### src/sv/ntcl_pkg.sv
// shared types, constants and the log2 table of the thermistor linearizer
package ntcl_pkg;

  localparam int unsigned NumW = 56;   // dividend: B * log2(e) constant
  localparam int unsigned DenW = 24;   // divisor: log2(R/A) in Q.16
  localparam int unsigned LgW  = 23;   // log2 result of one value, Q.16
  localparam int unsigned L2W  = 25;   // signed sum of four log2 terms

  localparam logic [23:0] KelvinK     = 24'd9454846;
  localparam logic [15:0] InvalidCenti = 16'h954D;
  localparam logic [58:0] BiasConst   = 59'd3920512;
  localparam logic [58:0] BiasedMax   = 59'd6144255;
  localparam logic [15:0] LimitCenti  = 16'd12000;

  typedef struct packed {
    logic vld;
    logic inv;
  } ntcl_tag_t;

  typedef enum logic [2:0] {
    RegA      = 3'd0,
    RegB      = 3'd1,
    RegC      = 3'd2,
    RegQuad   = 3'd3,
    RegGain   = 3'd4,
    RegOffset = 3'd5,
    RegSeries = 3'd6
  } ntcl_reg_e;

  // log2(1 + i/32) in Q.16
  function automatic logic [16:0] lg_tab(input logic [5:0] idx);
    logic [16:0] v;
    unique case (idx)
      6'd0:  v = 17'd0;
      6'd1:  v = 17'd2909;
      6'd2:  v = 17'd5732;
      6'd3:  v = 17'd8473;
      6'd4:  v = 17'd11136;
      6'd5:  v = 17'd13727;
      6'd6:  v = 17'd16248;
      6'd7:  v = 17'd18704;
      6'd8:  v = 17'd21098;
      6'd9:  v = 17'd23433;
      6'd10: v = 17'd25711;
      6'd11: v = 17'd27936;
      6'd12: v = 17'd30109;
      6'd13: v = 17'd32234;
      6'd14: v = 17'd34312;
      6'd15: v = 17'd36346;
      6'd16: v = 17'd38336;
      6'd17: v = 17'd40286;
      6'd18: v = 17'd42196;
      6'd19: v = 17'd44068;
      6'd20: v = 17'd45904;
      6'd21: v = 17'd47705;
      6'd22: v = 17'd49472;
      6'd23: v = 17'd51207;
      6'd24: v = 17'd52911;
      6'd25: v = 17'd54584;
      6'd26: v = 17'd56229;
      6'd27: v = 17'd57845;
      6'd28: v = 17'd59434;
      6'd29: v = 17'd60997;
      6'd30: v = 17'd62534;
      6'd31: v = 17'd64047;
      6'd32: v = 17'd65536;
      default: v = 17'd0;
    endcase
    return v;
  endfunction

endpackage

### src/sv/ntcl_lg.sv
// three-stage log2 unit: msb search, table lookup, linear interpolation
module ntcl_lg #(
  parameter int W = 64
) (
  input  logic                      clk_i,
  input  logic                      en_i,
  input  logic [W-1:0]              v_i,
  output logic [ntcl_pkg::LgW-1:0]  lg_o
);
  import ntcl_pkg::*;

  localparam int EW = $clog2(W);

  logic [EW-1:0]  e_w, e_q, e2_q;
  logic [W-1:0]   v_q;
  logic [W+15:0]  wide_w;
  logic [15:0]    f_w;
  logic [16:0]    t0_q, t1_w;
  logic [11:0]    dt_q;
  logic [10:0]    r_q;
  logic [22:0]    prod_w;
  logic [LgW-1:0] lg_q;

  always_comb begin
    e_w = '0;
    for (int k = 0; k < W; k++) begin
      if (v_i[k]) e_w = EW'(k);
    end
  end

  assign wide_w = {v_q, 16'b0} >> e_q;
  assign f_w    = wide_w[15:0];
  assign t1_w   = lg_tab({1'b0, f_w[15:11]} + 6'd1);
  assign prod_w = 23'(dt_q) * 23'(r_q);

  always_ff @(posedge clk_i) begin
    if (en_i) begin
      e_q  <= e_w;
      v_q  <= v_i;
      e2_q <= e_q;
      t0_q <= lg_tab({1'b0, f_w[15:11]});
      dt_q <= 12'(t1_w - lg_tab({1'b0, f_w[15:11]}));
      r_q  <= f_w[10:0];
      lg_q <= (LgW'(e2_q) << 16) + LgW'(t0_q) + LgW'(prod_w[22:11]);
    end
  end

  assign lg_o = lg_q;

endmodule

### config.mk
export PLATFORM = sky130hd
export DESIGN_NAME = ntcl_lg
export DESIGN_NICKNAME = d
export VERILOG_FILES = /design/src/sv/ntcl_pkg.sv /design/src/sv/ntcl_lg.sv
export SDC_FILE = /design/constraint.sdc
export NUM_CORES = 1
export LEC_CHECK = 0
export BUFFER_PORTS_ARGS = -buffer_cell sky130_fd_sc_hd__buf_2
export CORE_MARGIN = 2
export CORE_UTILIZATION = 55
export CTS_CLUSTER_DIAMETER = 50
export DETAILED_ROUTE_END_ITERATION = 6
export HOLD_SLACK_MARGIN = 0.1
export PLACE_DENSITY = 0.73
export SYNTH_ARGS = -nofsm -noshare
export SYNTH_HDL_FRONTEND = slang
export SYNTH_SLANG_ARGS = --single-unit
### constraint.sdc
create_clock -name clk_i -period 8.8 [get_ports clk_i]
set_input_delay 1.32 -clock clk_i [delete_from_list [all_inputs] [get_ports clk_i]]
set_output_delay 1.32 -clock clk_i [all_outputs]
set_load 0.005 [all_outputs]
## Word level (Yosys, flattened, before mapping)

Memory sizes are Yosys's and may differ from the RTL's. A register that Yosys moved wholly into a read port is not among the register bits.
Index checks and enable logic that the tools add are counted.

- Register bits after elaboration: 139
- Bits in read-only memories: 2112
- Input port bits: 66
- Output and inout port bits: 23
- Logic and storage cells: 89
- Memories: 3

- Add/subtract/negate cells: 4
- $mul: 1
- Shift operators: 1
- Multiplexer cells: 63
- Reduce and logical (&&, ||, !) cells: 5

Memory list:

| memory | depth | bits a word | rd ports | clocked after memory_dff | write ports | RTL line | RTL |
|---|---|---|---|---|---|---|---|
| (name not given) | 64 | 17 | 1 | 0 | 0 | ntcl_pkg.sv:33 | `unique case (idx)` |
| (name not given) | 32 | 16 | 1 | 1 | 0 | ntcl_pkg.sv:33 |  |
| (name not given) | 32 | 16 | 1 | 0 | 0 | ntcl_pkg.sv:33 |  |

Operators with widths:

| cell | count |
|---|---|
| 6-bit two-way mux | 29 |
| 5-bit two-way mux | 16 |
| 80-bit by 6-bit >> shifter with 16-bit output | 1 |
| 4-bit two-way mux | 8 |
| 32-bit OR reduction | 1 |
| 22-bit by 17-bit adder with 23-bit output | 1 |
| 23-bit by 12-bit adder with 23-bit output | 1 |
| 12-bit by 11-bit multiplier with 23-bit output | 1 |
| 16-bit OR reduction | 1 |
| 12-bit two-way mux | 1 |
| 3-bit two-way mux | 4 |
| 12-bit subtractor | 1 |
| 8-bit OR reduction | 1 |
| 5-bit by 1-bit adder with 6-bit output (second input constant) | 1 |
| 2-bit two-way mux | 3 |
| 4-bit OR reduction | 1 |
| 1-bit two-way mux | 2 |
| 2-bit OR reduction | 1 |

## Longest topological paths before layout

- Word-level depth: 62
- Depth in mapped cells: 33
- Gate-level depth less buffers: 29

## Worst setup path after synthesis

No wires, ideal clock.

- Path type: flip-flop to flip-flop
- Start: register r_q[2]
- End: register lg_q[18] (netlist: lg_o[18]), data pin
- Setup time: 258 ps
- Arrival time: 6797 ps
- Required time: 8542 ps
- Slack: 1745 ps
- Stages on the path, launching flop included: 28
- Path buffers: 1
- Clock period less this slack: 7055 ps
- Cells stage by stage: edfxtp_1 clkbuf_1 nand2_1 fa_1 inv_1 fa_1 inv_1 fa_1 inv_1 fa_1 inv_1 fa_1 inv_1 ha_1 o21ai_0 nand2b_1 and4_1 a221oi_1 o21ai_1 o41ai_1 nor2_1 a2111oi_0 xnor2_1 ha_1 or3_1 o211a_1 nand4_1 xnor2_1

- Word-level cells in the longest chain between the ends: 2

RTL lines:

| item | RTL line | RTL |
|---|---|---|
| start, declared | ntcl_lg.sv:20 | `logic [10:0] r_q;` |
| start signal, assigned | ntcl_lg.sv:43 | `r_q <= f_w[10:0];` |
| 12-bit by 11-bit multiplier with 23-bit output | ntcl_lg.sv:34 | `assign prod_w = 23'(dt_q) * 23'(r_q);` |
| 23-bit by 12-bit adder with 23-bit output | ntcl_lg.sv:44 | `lg_q <= (LgW'(e2_q) << 16) + LgW'(t0_q) + LgW'(prod_w[22:11]);` |
| end signal, assigned | ntcl_lg.sv:44 |  |
| end, declared | ntcl_lg.sv:22 | `logic [LgW-1:0] lg_q;` |

No other way between the ends.
A chain may end at the register's enable or synchronous reset.

## Worst setup path in the final report

Same ends and word-level chain as after synthesis.

==> results.json <==
{
  "run_status": "finished, violations left",
  "failed_checks": "design-rule violations",
  "gp_congestion": 0.923,
  "criticalPathCategory": "reg -> reg",
  "crit_required_ps": 8980,
  "die_h_um": 167,
  "placeable_core_area_mm2": 0.0261,
  "final_util_pct": 60.8,
  "total_number_of_placement_rows": 59,
  "slew_viol_final": 0,
  "via_count": 11400,
  "timing.fmax_ghz": 0.126,
  "asyncSetResetFlopFracSynth_pct": 0,
  "drc_violation_count_after_routing": 2,
  "min_from": "t0_q[14]",
  "pin_count_of_the_biggest_net_entering_global_routing": 74,
  "timing.critical_path.arrival_ps": 8110,
  "tritoncts": "built",
  "diodes": 0,
  "synth_flop_type": "sky130_fd_sc_hd__edfxtp_1",
  "start_util_pct": 56.1,
  "mappedNetlistNets": 1723,
  "final.setup.tns_ps": 0,
  "critical_path.max_stage_delay_ps": 630,
  "relative_area_change_from_synthesis_to_final_layout_pct": 8.46,
  "via_per_inst": 6.15,
  "worst_pin_slew_ps": 948,
  "ys_seq_elements": 137,
  "synthesis.area_mm2": 0.0147,
  "layout.filler_cells": 2138,
  "setup_repair_after_global_routing_missed_its_margin": "false",
  "holdCritPathClass": "reg -> reg",
  "ctsResizeCount": 0,
  "critical_path.reg2reg.startpoint": "r_q[2]",
  "synthCells": 1467,
  "timing.critical_path.from_type": "flop",
  "path_buf_inv": 5,
  "critical_path_peak_fanout": 12,
  "antenna_found_initial": 0,
  "period_needed_ps": 7930,
  "drt_first_iter_violations": 1054,
  "clock_transition_at_path_regs_ps": 70,
  "worst_setup_path_startpoint": "r_q[2]",
  "post_route_clock_period_utilization_pct": 90.1,
  "setup_viol_count_final": 0,
  "maxSlewHeadroom_pct": 36.8,
  "post_synth.cell_area_avg_um2": 9.99,
  "route.antenna.remaining_nets": 0,
  "wl_um": 36100,
  "main_area_contributors_after_synthesis": "sky130_fd_sc_hd__edfxtp_1 28%, sky130_fd_sc_hd__fa_1 12%, sky130_fd_sc_hd__mux4_2 10%",
  "firstDrtPassIters": 7,
  "first_global_vias": 11100,
  "grt_first_pass_wirelength_um": 58500,
  "synth-warning-count": 0,
  "cts.repair_timing.setup_buffer_count": 0,
  "hold_viol_final": 0,
  "port_buffers": 88,
  "cts_inserted_buffers": 17,
  "synthMostInstantiatedCell": "sky130_fd_sc_hd__nand2_1",
  "clock-sinks": 137,
  "number_of_buffers_on_the_longest_clock_path": 2,
  "critical_path.top_delay_family": "adder cells",
  "cts_hold_buffers": 0,
  "layout-drive-gt1-share_pct": 16.4,
  "design.die.area_mm2": 0.0280,
  "synth_commonest_cells": "180 x sky130_fd_sc_hd__nand2_1, 142 x sky130_fd_sc_hd__inv_1, 137 x sky130_fd_sc_hd__edfxtp_1",
  "gr_overflow_total": 0,
  "place.detailed.hpwl_um": 27300,
  "synth_area_leader_cell": "sky130_fd_sc_hd__edfxtp_1",
  "fp.dieW_um": 167,
  "clock_insertion_delay_worst_skew_ps": 430,
  "slowest_stage_cell_cp": "sky130_fd_sc_hd__a221oi_1",
  "clock_skew_ps": 14.8,
  "ioPinCount": 89,
  "nets": 1761,
  "worst_setup_path_end_kind": "flop",
  "synth_enable_flop_cells": 137,
  "synth_cell_type_count": 77,
  "post-synth-top-area-fraction_pct": 28.1,
  "synth_seq_area_share_pct": 28.1,
  "per_cell_routed_wire_length_um": 19.5,
  "clk_root_buf": "sky130_fd_sc_hd__clkbuf_16",
  "cap_viol_max_count": 0,
  "cts_htree_levels": 4,
  "gr-usage-all-layers_pct": 26.5
}
metal layers:
metal	part of all wire, %	GRT usage (%)	up-vias
met1	41	36.0	5527
met2	49	44.2	514
met3	7.4	3.62	60
met4	2.6	8.85	0
met5	0	0	-
li1	-	-	5291
worst paths after layout:
| check | endpoint | cells past startpoint | slack (ps) |
|---|---|---|---|
| worst max-delay path | lg_o[18] | 26 | 870 |
| worst min-delay path | lg_o[14] | 1 | 570 |
| worst max register to register | lg_o[18] | 26 | 870 |
| worst min register to register | lg_o[14] | 1 | 570 |
per-stage QoR:
| stage | setup WS (ps) | cells | hold slack [ps] | instance area, µm² |
|---|---|---|---|---|
| global placement | 997 | 1821 | 554 | 15300 |
| detailed placement | 869 | 1821 | 565 | 15300 |
| floorplan | 1750 | 1467 | 421 | 14700 |
| global route | 292 | 1853 | 606 | 15900 |
| CTS | 802 | 1853 | 580 | 15900 |
| finish | 871 | 1853 | 575 | 15900 |
cells by family (layout without fill, tap and decap cells):
| family | count (synthesis) | count (layout) | synth area share, % |
|---|---|---|---|
| mux | 134 | 134 | 15.2 |
| simple gates | 478 | 478 | 15.0 |
| buf+inv | 231 | 282 | 6.63 |
| xor+xnor | 44 | 44 | 2.86 |
| compound gates | 253 | 253 | 11.4 |
| fa+ha+maj | 190 | 190 | 20.8 |
| flops | 137 | 137 | 28.1 |
cell type report:
class                           instances  area (µm²)  share of cell area, %
Sequential cell                       137        4110                   25.9
Multi-Input combinational cell       1099        9580                   60.2
Tap cell                              335         419                   2.64
Clock inverter                         15         200                   1.26
Inverter                              144         541                   3.40
Clock buffer                           17         425                   2.68
Timing Repair Buffer                  106         619                   3.90
state kept, by name (all words and copies together) (netlist names):
register and flops:
t0_q 16, lg_o 23, e2_q 6, r_q 11
e_q 6, dt_q 12, v_q 63
layout by cell type (no fill, tap or decap), drive strengths merged, types with 12 or more instances in the layout:
cell / n
nor2: 128
nand2b: 12
ha: 100
and2: 54
nor3: 25
mux2i: 39
a211oi: 19
clkbuf: 17
mux4: 67
fa: 90
nand2: 181
nor4: 16
o21a: 12
a31oi: 14
inv: 153
mux2: 28
buf: 106
xnor2: 36
a21oi: 59
nand3: 21
edfxtp: 137
o21ai: 57
Power is left out: the tool's default activity adds up to more than one toggle a clock period on the data nets, which glitch-free logic cannot reach.
